**src/hdl/tsp_pkg.sv**
```systemverilog
// ----------------------------------------------------------------------------
// tsp_pkg: shared definitions for the token scanner
// Token kinds, scan modes, the reserved-word table and the result item type.
// ----------------------------------------------------------------------------
`default_nettype none

package tsp_pkg;

  localparam int unsigned POSITION_BITS_DEF = 16;
  localparam int unsigned LENGTH_BITS_DEF   = 16;

  localparam int unsigned KIND_W  = 5;
  localparam int unsigned FIELD_W = 16;
  localparam int unsigned NUM_KW  = 5;

  localparam logic [1:0] MODE_IDLE = 2'd0;
  localparam logic [1:0] MODE_NUM  = 2'd1;
  localparam logic [1:0] MODE_WORD = 2'd2;

  localparam logic [KIND_W-1:0] KIND_END     = 5'd0;
  localparam logic [KIND_W-1:0] KIND_UNKNOWN = 5'd1;
  localparam logic [KIND_W-1:0] KIND_STAR    = 5'd2;
  localparam logic [KIND_W-1:0] KIND_QUEST   = 5'd3;
  localparam logic [KIND_W-1:0] KIND_PLUS    = 5'd4;
  localparam logic [KIND_W-1:0] KIND_OR      = 5'd5;
  localparam logic [KIND_W-1:0] KIND_ASSIGN  = 5'd6;
  localparam logic [KIND_W-1:0] KIND_LPAREN  = 5'd7;
  localparam logic [KIND_W-1:0] KIND_RPAREN  = 5'd8;
  localparam logic [KIND_W-1:0] KIND_LBRACK  = 5'd9;
  localparam logic [KIND_W-1:0] KIND_RBRACK  = 5'd10;
  localparam logic [KIND_W-1:0] KIND_COMMA   = 5'd11;
  localparam logic [KIND_W-1:0] KIND_HASH    = 5'd12;
  localparam logic [KIND_W-1:0] KIND_KW0     = 5'd13;
  localparam logic [KIND_W-1:0] KIND_NUMBER  = 5'd18;
  localparam logic [KIND_W-1:0] KIND_WORD    = 5'd19;

  typedef struct packed {
    logic [KIND_W-1:0]  kind;
    logic [FIELD_W-1:0] line;
    logic [FIELD_W-1:0] column;
    logic [FIELD_W-1:0] length;
    logic               last;
  } tsp_result_t;

  // Operator kind of a single character, KIND_END when it is no operator.
  function automatic logic [KIND_W-1:0] op_kind(input logic [7:0] c);
    logic [KIND_W-1:0] k;
    case (c)
      8'h2A:   k = KIND_STAR;
      8'h3F:   k = KIND_QUEST;
      8'h2B:   k = KIND_PLUS;
      8'h7C:   k = KIND_OR;
      8'h3D:   k = KIND_ASSIGN;
      8'h28:   k = KIND_LPAREN;
      8'h29:   k = KIND_RPAREN;
      8'h5B:   k = KIND_LBRACK;
      8'h5D:   k = KIND_RBRACK;
      8'h2C:   k = KIND_COMMA;
      8'h23:   k = KIND_HASH;
      default: k = KIND_END;
    endcase
    return k;
  endfunction

  // Length of reserved word k: players, pieces, the ten-letter board word
  // with its size suffix, board, rule.
  function automatic logic [3:0] kw_len(input logic [2:0] k);
    logic [3:0] n;
    case (k)
      3'd0:    n = 4'd7;
      3'd1:    n = 4'd6;
      3'd2:    n = 4'd10;
      3'd3:    n = 4'd5;
      3'd4:    n = 4'd4;
      default: n = 4'd0;
    endcase
    return n;
  endfunction

  // Character i of reserved word k.
  function automatic logic [7:0] kw_char(input logic [2:0] k, input logic [3:0] i);
    logic [7:0] ch;
    case ({k, i})
      {3'd0, 4'd0}: ch = "p";
      {3'd0, 4'd1}: ch = "l";
      {3'd0, 4'd2}: ch = "a";
      {3'd0, 4'd3}: ch = "y";
      {3'd0, 4'd4}: ch = "e";
      {3'd0, 4'd5}: ch = "r";
      {3'd0, 4'd6}: ch = "s";
      {3'd1, 4'd0}: ch = "p";
      {3'd1, 4'd1}: ch = "i";
      {3'd1, 4'd2}: ch = "e";
      {3'd1, 4'd3}: ch = "c";
      {3'd1, 4'd4}: ch = "e";
      {3'd1, 4'd5}: ch = "s";
      {3'd2, 4'd0}: ch = "b";
      {3'd2, 4'd1}: ch = "o";
      {3'd2, 4'd2}: ch = "a";
      {3'd2, 4'd3}: ch = "r";
      {3'd2, 4'd4}: ch = "d";
      {3'd2, 4'd5}: ch = "_";
      {3'd2, 4'd6}: ch = "s";
      {3'd2, 4'd7}: ch = "i";
      {3'd2, 4'd8}: ch = "z";
      {3'd2, 4'd9}: ch = "e";
      {3'd3, 4'd0}: ch = "b";
      {3'd3, 4'd1}: ch = "o";
      {3'd3, 4'd2}: ch = "a";
      {3'd3, 4'd3}: ch = "r";
      {3'd3, 4'd4}: ch = "d";
      {3'd4, 4'd0}: ch = "r";
      {3'd4, 4'd1}: ch = "u";
      {3'd4, 4'd2}: ch = "l";
      {3'd4, 4'd3}: ch = "e";
      default:      ch = 8'h00;
    endcase
    return ch;
  endfunction

endpackage

`default_nettype wire

```
**src/hdl/token_scanner_with_positions.sv**
```systemverilog
// ----------------------------------------------------------------------------
// token_scanner_with_positions: character stream to positioned tokens
// Scans one character per item and queues up to two tokens per item, each
// with kind, start line, start column and lexeme length.
// ----------------------------------------------------------------------------
//  channel  | direction | tdata fields (low bit up)            | side band
//  s_axis   | in        | char_byte[7:0]                       | tuser: end_mark
//  m_axis   | out       | token_kind, start_line, start_column,| tlast: last_of_run
//           |           | lexeme_length, 3 zero bits           |
//
//  One character is accepted per cycle while s_axis_tready is high; its tokens
//  are written into a 4-entry result queue at the accepting edge and leave it
//  one per cycle while m_axis_tready is high. s_axis_tready is high while the
//  queue has two free entries, so an item that ends a number or word can queue
//  both of the tokens that it emits.
//  Reset empties the queue and sets line 1, column 0, between tokens.
// ----------------------------------------------------------------------------
`default_nettype none

module token_scanner_with_positions
  import tsp_pkg::*;
#(
  parameter int unsigned POSITION_BITS = POSITION_BITS_DEF,
  parameter int unsigned LENGTH_BITS   = LENGTH_BITS_DEF
) (
  input  wire logic        clk_i,
  input  wire logic        rst_ni,
  input  wire logic        s_axis_tvalid,
  output logic             s_axis_tready,
  input  wire logic [7:0]  s_axis_tdata,   // char_byte[7:0]
  input  wire logic        s_axis_tuser,   // end_mark
  output logic             m_axis_tvalid,
  input  wire logic        m_axis_tready,
  output logic [55:0]      m_axis_tdata,   // kind[4:0], line[20:5], column[36:21],
                                           // length[52:37], zero[55:53]
  output logic             m_axis_tlast    // last_of_run
);

  localparam int unsigned QDEPTH = 4;
  localparam int unsigned QAW    = $clog2(QDEPTH);

  // scanner state
  logic [1:0]               mode_q, mode_d;
  logic [POSITION_BITS-1:0] line_q, line_d, col_q, col_d;
  logic [POSITION_BITS-1:0] tline_q, tline_d, tcol_q, tcol_d;
  logic [LENGTH_BITS-1:0]   len_q, len_d;
  logic [NUM_KW-1:0]        mask_q, mask_d;

  // result queue
  tsp_result_t              q_mem [QDEPTH];
  logic [QAW-1:0]           wr_ptr_q, rd_ptr_q;
  logic [QAW:0]             count_q;

  logic                     accept, pop;
  logic [7:0]               c;
  logic [POSITION_BITS-1:0] line_n, col_n;
  logic [LENGTH_BITS-1:0]   len_inc;
  logic                     is_digit, is_alpha, is_space, is_wordch;
  logic [KIND_W-1:0]        opk, pend_kind;
  logic [NUM_KW-1:0]        mask_cont, mask_first;
  tsp_result_t              pend_res, char_res, res0, res1;
  logic                     emit_pend, emit_char;
  logic [1:0]               n_res;

  assign accept        = s_axis_tvalid && s_axis_tready;
  assign pop           = m_axis_tvalid && m_axis_tready;
  assign s_axis_tready = (count_q <= (QAW+1)'(QDEPTH - 2));
  assign c             = s_axis_tdata;

  assign is_digit  = (c >= "0") && (c <= "9");
  assign is_alpha  = ((c >= "a") && (c <= "z")) || ((c >= "A") && (c <= "Z"));
  assign is_space  = (c == " ") || ((c >= 8'd9) && (c <= 8'd13));
  assign is_wordch = is_alpha || is_digit || (c == "-") || (c == "_");
  assign opk       = op_kind(c);

  // advance the position, saturating
  always_comb begin
    line_n = line_q;
    col_n  = col_q;
    if (c == 8'h0A) begin
      if (line_q != '1) line_n = line_q + POSITION_BITS'(1);
      col_n = '0;
    end else if (col_q != '1) begin
      col_n = col_q + POSITION_BITS'(1);
    end
  end

  assign len_inc = (len_q != '1) ? len_q + LENGTH_BITS'(1) : len_q;

  // reserved-word filter, both for a running word and for its first letter
  always_comb begin
    for (int k = 0; k < NUM_KW; k++) begin
      mask_cont[k]  = mask_q[k] && (len_q < LENGTH_BITS'(kw_len(3'(k)))) &&
                      (kw_char(3'(k), len_q[3:0]) == c);
      mask_first[k] = (kw_char(3'(k), 4'd0) == c);
    end
  end

  always_comb begin
    pend_kind = (mode_q == MODE_WORD) ? KIND_WORD : KIND_NUMBER;
    if (mode_q == MODE_WORD) begin
      for (int k = 0; k < NUM_KW; k++) begin
        if (mask_q[k] && (len_q == LENGTH_BITS'(kw_len(3'(k)))))
          pend_kind = KIND_W'(KIND_KW0 + 5'(k));
      end
    end
  end

  assign pend_res = '{kind: pend_kind, line: FIELD_W'(tline_q), column: FIELD_W'(tcol_q),
                      length: FIELD_W'(len_q), last: 1'b0};

  // decide tokens and the next scanner state
  always_comb begin
    mode_d    = mode_q;
    line_d    = line_q;
    col_d     = col_q;
    tline_d   = tline_q;
    tcol_d    = tcol_q;
    len_d     = len_q;
    mask_d    = mask_q;
    emit_pend = 1'b0;
    emit_char = 1'b0;
    char_res  = '{kind: KIND_UNKNOWN, line: FIELD_W'(line_n), column: FIELD_W'(col_n),
                  length: FIELD_W'(1), last: 1'b0};
    if (s_axis_tuser) begin
      emit_pend       = (mode_q == MODE_NUM) || (mode_q == MODE_WORD);
      emit_char       = 1'b1;
      char_res.kind   = KIND_END;
      char_res.line   = FIELD_W'(line_q);
      char_res.column = FIELD_W'(col_q);
      char_res.length = '0;
      mode_d          = MODE_IDLE;
      len_d           = '0;
      mask_d          = '1;
      line_d          = POSITION_BITS'(1);
      col_d           = '0;
    end else begin
      line_d = line_n;
      col_d  = col_n;
      if ((mode_q == MODE_NUM) && is_digit) begin
        len_d = len_inc;
      end else if ((mode_q == MODE_WORD) && is_wordch) begin
        mask_d = mask_cont;
        len_d  = len_inc;
      end else begin
        // close any pending token, then scan this character on its own
        emit_pend = (mode_q == MODE_NUM) || (mode_q == MODE_WORD);
        mode_d    = MODE_IDLE;
        len_d     = '0;
        mask_d    = '1;
        if (is_space) begin
          emit_char = 1'b0;
        end else if (c == 8'h00) begin
          emit_char       = 1'b1;
          char_res.kind   = KIND_END;
          char_res.length = '0;
        end else if (opk != KIND_END) begin
          emit_char     = 1'b1;
          char_res.kind = opk;
        end else if (is_digit || (c == "-")) begin
          mode_d  = MODE_NUM;
          tline_d = line_n;
          tcol_d  = col_n;
          len_d   = LENGTH_BITS'(1);
        end else if (is_alpha) begin
          mode_d  = MODE_WORD;
          tline_d = line_n;
          tcol_d  = col_n;
          len_d   = LENGTH_BITS'(1);
          mask_d  = mask_first;
        end else begin
          emit_char = 1'b1;
        end
      end
    end
  end

  always_comb begin
    res0  = emit_pend ? pend_res : char_res;
    res1  = char_res;
    n_res = 2'(emit_pend) + 2'(emit_char);
    if (n_res == 2'd2) begin
      res1.last = 1'b1;
    end else begin
      res0.last = 1'b1;
    end
  end

  always_ff @(posedge clk_i or negedge rst_ni) begin
    if (!rst_ni) begin
      mode_q  <= MODE_IDLE;
      line_q  <= POSITION_BITS'(1);
      col_q   <= '0;
      tline_q <= POSITION_BITS'(1);
      tcol_q  <= '0;
      len_q   <= '0;
      mask_q  <= '1;
    end else if (accept) begin
      mode_q  <= mode_d;
      line_q  <= line_d;
      col_q   <= col_d;
      tline_q <= tline_d;
      tcol_q  <= tcol_d;
      len_q   <= len_d;
      mask_q  <= mask_d;
    end
  end

  // queue payload needs no reset
  always_ff @(posedge clk_i) begin
    if (accept && (n_res != 2'd0)) q_mem[wr_ptr_q] <= res0;
    if (accept && (n_res == 2'd2)) q_mem[wr_ptr_q + QAW'(1)] <= res1;
  end

  always_ff @(posedge clk_i or negedge rst_ni) begin
    if (!rst_ni) begin
      wr_ptr_q <= '0;
      rd_ptr_q <= '0;
      count_q  <= '0;
    end else begin
      if (accept) wr_ptr_q <= wr_ptr_q + QAW'(n_res);
      if (pop) rd_ptr_q <= rd_ptr_q + QAW'(1);
      count_q <= count_q + (QAW+1)'(accept ? n_res : 2'd0) - (QAW+1)'(pop);
    end
  end

  assign m_axis_tvalid = (count_q != '0);
  assign m_axis_tdata  = {3'b000, q_mem[rd_ptr_q].length, q_mem[rd_ptr_q].column,
                          q_mem[rd_ptr_q].line, q_mem[rd_ptr_q].kind};
  assign m_axis_tlast  = q_mem[rd_ptr_q].last;

`ifndef SYNTHESIS
  a_queue_bound: assert property (@(posedge clk_i) disable iff (!rst_ni)
    count_q <= (QAW+1)'(QDEPTH))
    else $error("result queue overflow");

  a_no_push_stalled: assert property (@(posedge clk_i) disable iff (!rst_ni)
    (s_axis_tvalid && !s_axis_tready) |=> (count_q <= $past(count_q)))
    else $error("queue grew while input was stalled");

  a_end_resets_pos: assert property (@(posedge clk_i) disable iff (!rst_ni)
    (accept && s_axis_tuser) |=>
      ((line_q == POSITION_BITS'(1)) && (col_q == '0) && (mode_q == MODE_IDLE)))
    else $error("end mark did not reset the position");
`endif

endmodule

`default_nettype wire

```
**config.mk**
```make
export PLATFORM = sky130hd
export DESIGN_NAME = token_scanner_with_positions
export DESIGN_NICKNAME = d
export VERILOG_FILES = /design/src/hdl/tsp_pkg.sv /design/src/hdl/token_scanner_with_positions.sv
export SDC_FILE = /design/constraint.sdc
export NUM_CORES = 1
export LEC_CHECK = 0
export BUFFER_PORTS_ARGS = -buffer_cell sky130_fd_sc_hd__buf_2
export CAP_MARGIN = 20
export CORE_MARGIN = 2
export CORE_UTILIZATION = 52
export CTS_CLUSTER_SIZE = 24
export DETAILED_ROUTE_END_ITERATION = 12
export HOLD_SLACK_MARGIN = 0.15
export PLACE_DENSITY = 0.69
export SYNTH_ARGS = -nofsm -noshare
export SYNTH_HDL_FRONTEND = slang
export SYNTH_SLANG_ARGS = --single-unit
```
**constraint.sdc**
```tcl
create_clock -name clk_i -period 4.34 [get_ports clk_i]
set_input_delay 0.217 -clock clk_i [delete_from_list [all_inputs] [get_ports clk_i]]
set_output_delay 0.217 -clock clk_i [all_outputs]
set_load 0.02 [all_outputs]
```
# Word-level counts from Yosys, hierarchy flattened
# Memory sizes are Yosys's and may differ from the RTL's.
# Cells that the tools add are included.
word_totals:
  ram_bits: 216
  latch_bits: 0
  romBits: 0
  register_bits: 94
  memories: 1
op_classes:
  n_reduce_logical: 42
  n_mul: 0
  magnitude_cmp: 14
  n_mux: 84
  div: 0
  n_eq_ne: 45
  add_sub_neg: 9
  n_shift: 0
  bitwise_logic: 6
memory_table:
  columns: ["memory", "words", "width", "read_ports", "rd_clocked_by_memory_dff", "write_ports", "line", "source"]
  rows:
  - ["q_mem", 4, 54, 1, 0, 2, "token_scanner_with_positions.sv:50", "tsp_result_t q_mem [QDEPTH];"]
op_table:
  columns: ["cell", "n"]
  rows:
  - ["$mux W16", 14]
  - ["$mux W5", 20]
  - ["$eq A16 B4 Y1", 5]
  - ["$eq A8 B6 Y1 const B", 10]
  - ["$pmux W7 S10", 1]
  - ["$pmux W7 S5", 2]
  - ["$lt A16 B3 Y1 const B", 4]
  - ["$mux W54", 1]
  - ["$pmux W7 S7", 1]
  - ["$add A16 B1 Y16 const B", 3]
  - ["$ne A16 B16 Y1 const B", 3]
  - ["$pmux W4 S11", 1]
  - ["$eq A8 B8 Y1", 5]
  - ["$eq A8 B7 Y1 const B", 4]
  - ["$mux W32", 1]
  - ["$mux W1", 28]
  - ["$pmux W7 S4", 1]
  - ["$logic_and A1 B1 Y1", 25]
  - ["$eq A7 B8 Y1 const A", 3]
  - ["$mux W4", 5]
  - ["$mux W2", 9]
  - ["$eq A4 B3 Y1 const B", 4]
  - ["$ge A8 B7 Y1 const B", 2]
  - ["$le A8 B7 Y1 const B", 2]
  - ["29 further kinds", 46]

# Logic depth before layout (Yosys ltp)
depth:
  word_depth: 16
  mapped_depth: 18
  mapped_depth_nobuf: 15

# Least setup slack after synthesis
# Ideal clock, no wire load.
synth_path:
  path_type: "input -> register"
  from: "input s_axis_tdata[6]"
  to: "memory q_mem[2][0] in the netlist's numbering, enable pin"
  cell_stages: 17
  required_time_ps: 3823
  t_arrival_ps: 3982
  setup_time_ps: 517
  setup_slack_ps: -159
  path_cell_list: "buf_6 > or4b_4 > buf_6 > o2bb2a_4 > and3_1 > buf_6 > o221ai_4 > inv_2 > buf_2 > buf_6 > buf_2 > ha_1 > buf_2 > nand3_1 > clkbuf_1 > clkbuf_1 > nand2_1"
synth_rtl:
  columns: ["element", "line", "source"]
  rows:
  - ["from (decl)", "token_scanner_with_positions.sv:30", "input wire logic [7:0] s_axis_tdata,"]
  - ["to (decl)", "token_scanner_with_positions.sv:50", null]

==> results.toml <==
[drt]
remaining_drc_errors = 0
routed_wl_um = 47500
vias = 14000
wl_per_cell_um = 22.5
ant_nets = 0
dr.pass1.iters = 7
drt_iter0_markers = 1320
viasPerCell = 6.63

[cells_and_area]
syn_to_final_growth_pct = 10.8
fin_nets = 1673
final_util_pct = 58.6
antennaDiodeCount = 0
fillers = 2727
drive_above_1_share_pct = 16.6

[clocking]
clock_latency_ns = 0.56
cts_max_level = 1
clk_pin_slew_ns = 0.06
post_cts_buffers = 0
clock-sinks = 310
cts_root_buf = "clkbuf_16"
cts_buffers = 31
clock_path_buffers = 3
cts_tree = "yes"

[critical_path]
rr_startpoint = "len_q[1]"
end_kind = "flip-flop"
critical_path_class = "primary input to flip-flop"
startpoint = "s_axis_tdata[7]"
cp-start-kind = "primary input"
required_ns = 4.64
cp_max_fo = 12
crit_arrival_ns = 3.84

[sta]
slew_headroom_pct = 26.2
skew_ns = 0.0126
rsz0062_at_grt = "false"
layout_min_cycle_time_ns = 3.54
hold_viol = 0
setup_viol = 0
worst_pin_slew_ns = 1.10
fmax_ghz = 0.283
fin_crit_sh_pct = 81.5
final_max_slew_viol_count = 0
fin_tns_setup_ns = 0
worst_hold_slack_ns = 0.202

[worst_hold_path]
min_from = "s_axis_tdata[5]"
hp-class = "primary input to flip-flop"

[yosys]
syn_area_sq_um = 17200
yosys_warnings = 0
synth_cells = 1642
ys_ff_latch = 310
async_flop_share_pct = 30.3
synth_edf_count = 152
yosys_most_used_dff = "edfxtp_1"
syn_avg_cell_area_sq_um = 10.5
yosysUniqueCellTypes = 87
ys_seq_area_share_pct = 47.7

[pwr]
p_total_w = 0.0101
vdd_drop_max_v = 0.000324
p_leak_nw = 6.70
pwr_density_cell_nw_per_um2 = 532

[grt]
grt_max_degree = 74
grt_pass1_wl_um = 75100
antenna_found_initial = 0
first_global_vias = 13300
globalRouteOverflowTotal = 0
gr-usage-all-layers_pct = 27.7

[placement]
dp_hpwl_um = 31100
routabilityCongestion = 0.907
port_buffers = 68

[die]
fp.coreArea_sq_um = 32500
dieArea_sq_um = 34600
dieHeight_um = 186
die_x_um = 186
ios = 72
core.rowCount = 66
start_util_pct = 52.9

[run]
maxCapViolations = 0

[run_status]
status = "finished, final reports clean"
[through the flow]
stage / cells / worst slack, ns / cell area [sq um]
floorplan: 1644 / 0.0780 / 17200
global placement: 2047 / 0.690 / 18000
detailed placement: 2047 / 0.598 / 18000
CTS: 2109 / 0.903 / 19100
global route: 2109 / 0.525 / 19100
finish: 2109 / 0.801 / 19100
[layout make-up]
class,count,area (sq um),area share (%)
Multi-Input combinational cell,1141,8280,43.4
Sequential cell,310,8210,43.1
Clock buffer,42,921,4.83
Timing Repair Buffer,132,886,4.64
Tap cell,442,553,2.90
Clock inverter,15,123,0.643
Inverter,27,101,0.531
[sequential cells by signal (all words and copies together) (netlist names), 3 cells and up]
register	cells
tline_q	16
len_q	16
line_q	16
count_q	3
q_mem	216
col_q	16
mask_q	5
tcol_q	16
[path summary, 6_finish.rpt]
kind / endpoint / cells after the start / slack [ns]
setup / recovery: q_mem[2][31] / 14 / 0.80
max in group asynchronous: tline_q[0] / 3 / 2.97
hold / removal: mask_q[2] / 4 / 0.20
setup reg to reg: mask_q[1] / 9 / 0.85
min in group asynchronous: len_q[4] / 2 / 0.31
hold reg to reg: q_mem[2][8] / 2 / 0.46
[layer usage]
| layer | share of wire (%) | GRT usage (%) | routed length, um |
|---|---|---|---|
| met3 | 7.7 | 3.44 | 3650 |
| met2 | 47 | 44.4 | 22300 |
| met4 | 1.9 | 7.46 | 918 |
| met1 | 43 | 39.9 | 20600 |
| met5 | 0 | 0 | 0 |
[cells in the mapped netlist, types with 10 or more instances]
| cell | count | area, sq um |
|---|---|---|
| edfxtp_1 | 152 | 4560 |
| clkbuf_1 | 124 | 465 |
| nand2_1 | 124 | 465 |
| nor2_1 | 113 | 424 |
| o2bb2ai_1 | 88 | 771 |
| dfrtp_1 | 87 | 2180 |
| o21ai_0 | 85 | 425 |
| nand3_1 | 78 | 390 |
| a21oi_1 | 64 | 320 |
| dfxtp_1 | 64 | 1280 |
| a22o_1 | 61 | 534 |
| mux4_2 | 54 | 1220 |
| nor3_1 | 41 | 205 |
| o22ai_1 | 35 | 219 |
| xnor2_1 | 35 | 307 |
| nor4_1 | 27 | 169 |
| inv_1 | 25 | 93.8 |
| nand4_1 | 22 | 138 |
| o31ai_1 | 21 | 158 |
| xor2_1 | 21 | 184 |
| buf_1 | 19 | 71.3 |
| a311o_1 | 17 | 170 |
| a31oi_1 | 17 | 106 |
| o211ai_1 | 17 | 128 |
| ha_1 | 16 | 200 |
| mux2i_1 | 16 | 160 |
| buf_2 | 15 | 75.1 |
| or3_1 | 14 | 87.6 |
| and2_1 | 12 | 75.1 |
| or4_1 | 12 | 90.1 |
| nand2b_1 | 11 | 68.8 |
| nor2b_1 | 10 | 62.6 |
[cell families after synthesis]
group | share of synthesized area (%)
AND/OR/NAND/NOR | 14.8
AO/OA/AOI/OAI | 20.4
flip-flops | 47.7
buffers and inverters | 4.58
multiplexers | 8.39
XOR/XNOR | 2.85
adder cells (fa/ha/maj) | 1.28
other | 0.0218
[worst max-delay path, cell delays in order]
cell,delay (ns)
dlygate4sd3_1,0.52
buf_2,0.19
or4b_4,0.57
o2bb2a_4,0.25
nand3_1,0.15
o21ai_0,0.18
a41o_1,0.31
inv_1,0.07
ha_1,0.28
nor2_1,0.15
nand2_2,0.28
buf_4,0.26
nor3_1,0.07
a311o_1,0.35
[power breakdown]
part	switching [W]	internal (W)	total [W]	leakage [nW]
registers	0.000494	0.00358	0.00407	3.13
logic	0.00208	0.00125	0.00333	3.05
clock network	0.00115	0.00160	0.00275	0.518
[what timing repair did]
item,in CTS,in global routing
hold buffers,5,0
endpoints found under the hold margin,63,0
resized for setup,0,0
[cell usage in the layout, fill, tap and decap left out, types with 21 or more instances in the layout]
cell / synthesis / layout
buf_2: 15 / 67
o31ai_1: 21 / 21
nor4_1: 27 / 27
xnor2_1: 35 / 35
mux4_2: 54 / 54
nand2_1: 124 / 121
nand4_1: 22 / 22
xor2_1: 21 / 21
a21oi_1: 64 / 61
inv_1: 25 / 25
nand3_1: 78 / 77
edfxtp_1: 152 / 152
o22ai_1: 35 / 35
buf_4: 4 / 56
dfrtp_1: 87 / 85
dfxtp_1: 64 / 64
clkbuf_16: 0 / 34
a22o_1: 61 / 61
o2bb2ai_1: 88 / 88
nor2_1: 113 / 110
nor3_1: 41 / 39
o21ai_0: 85 / 85
Power figures use the tool's default switching activity.
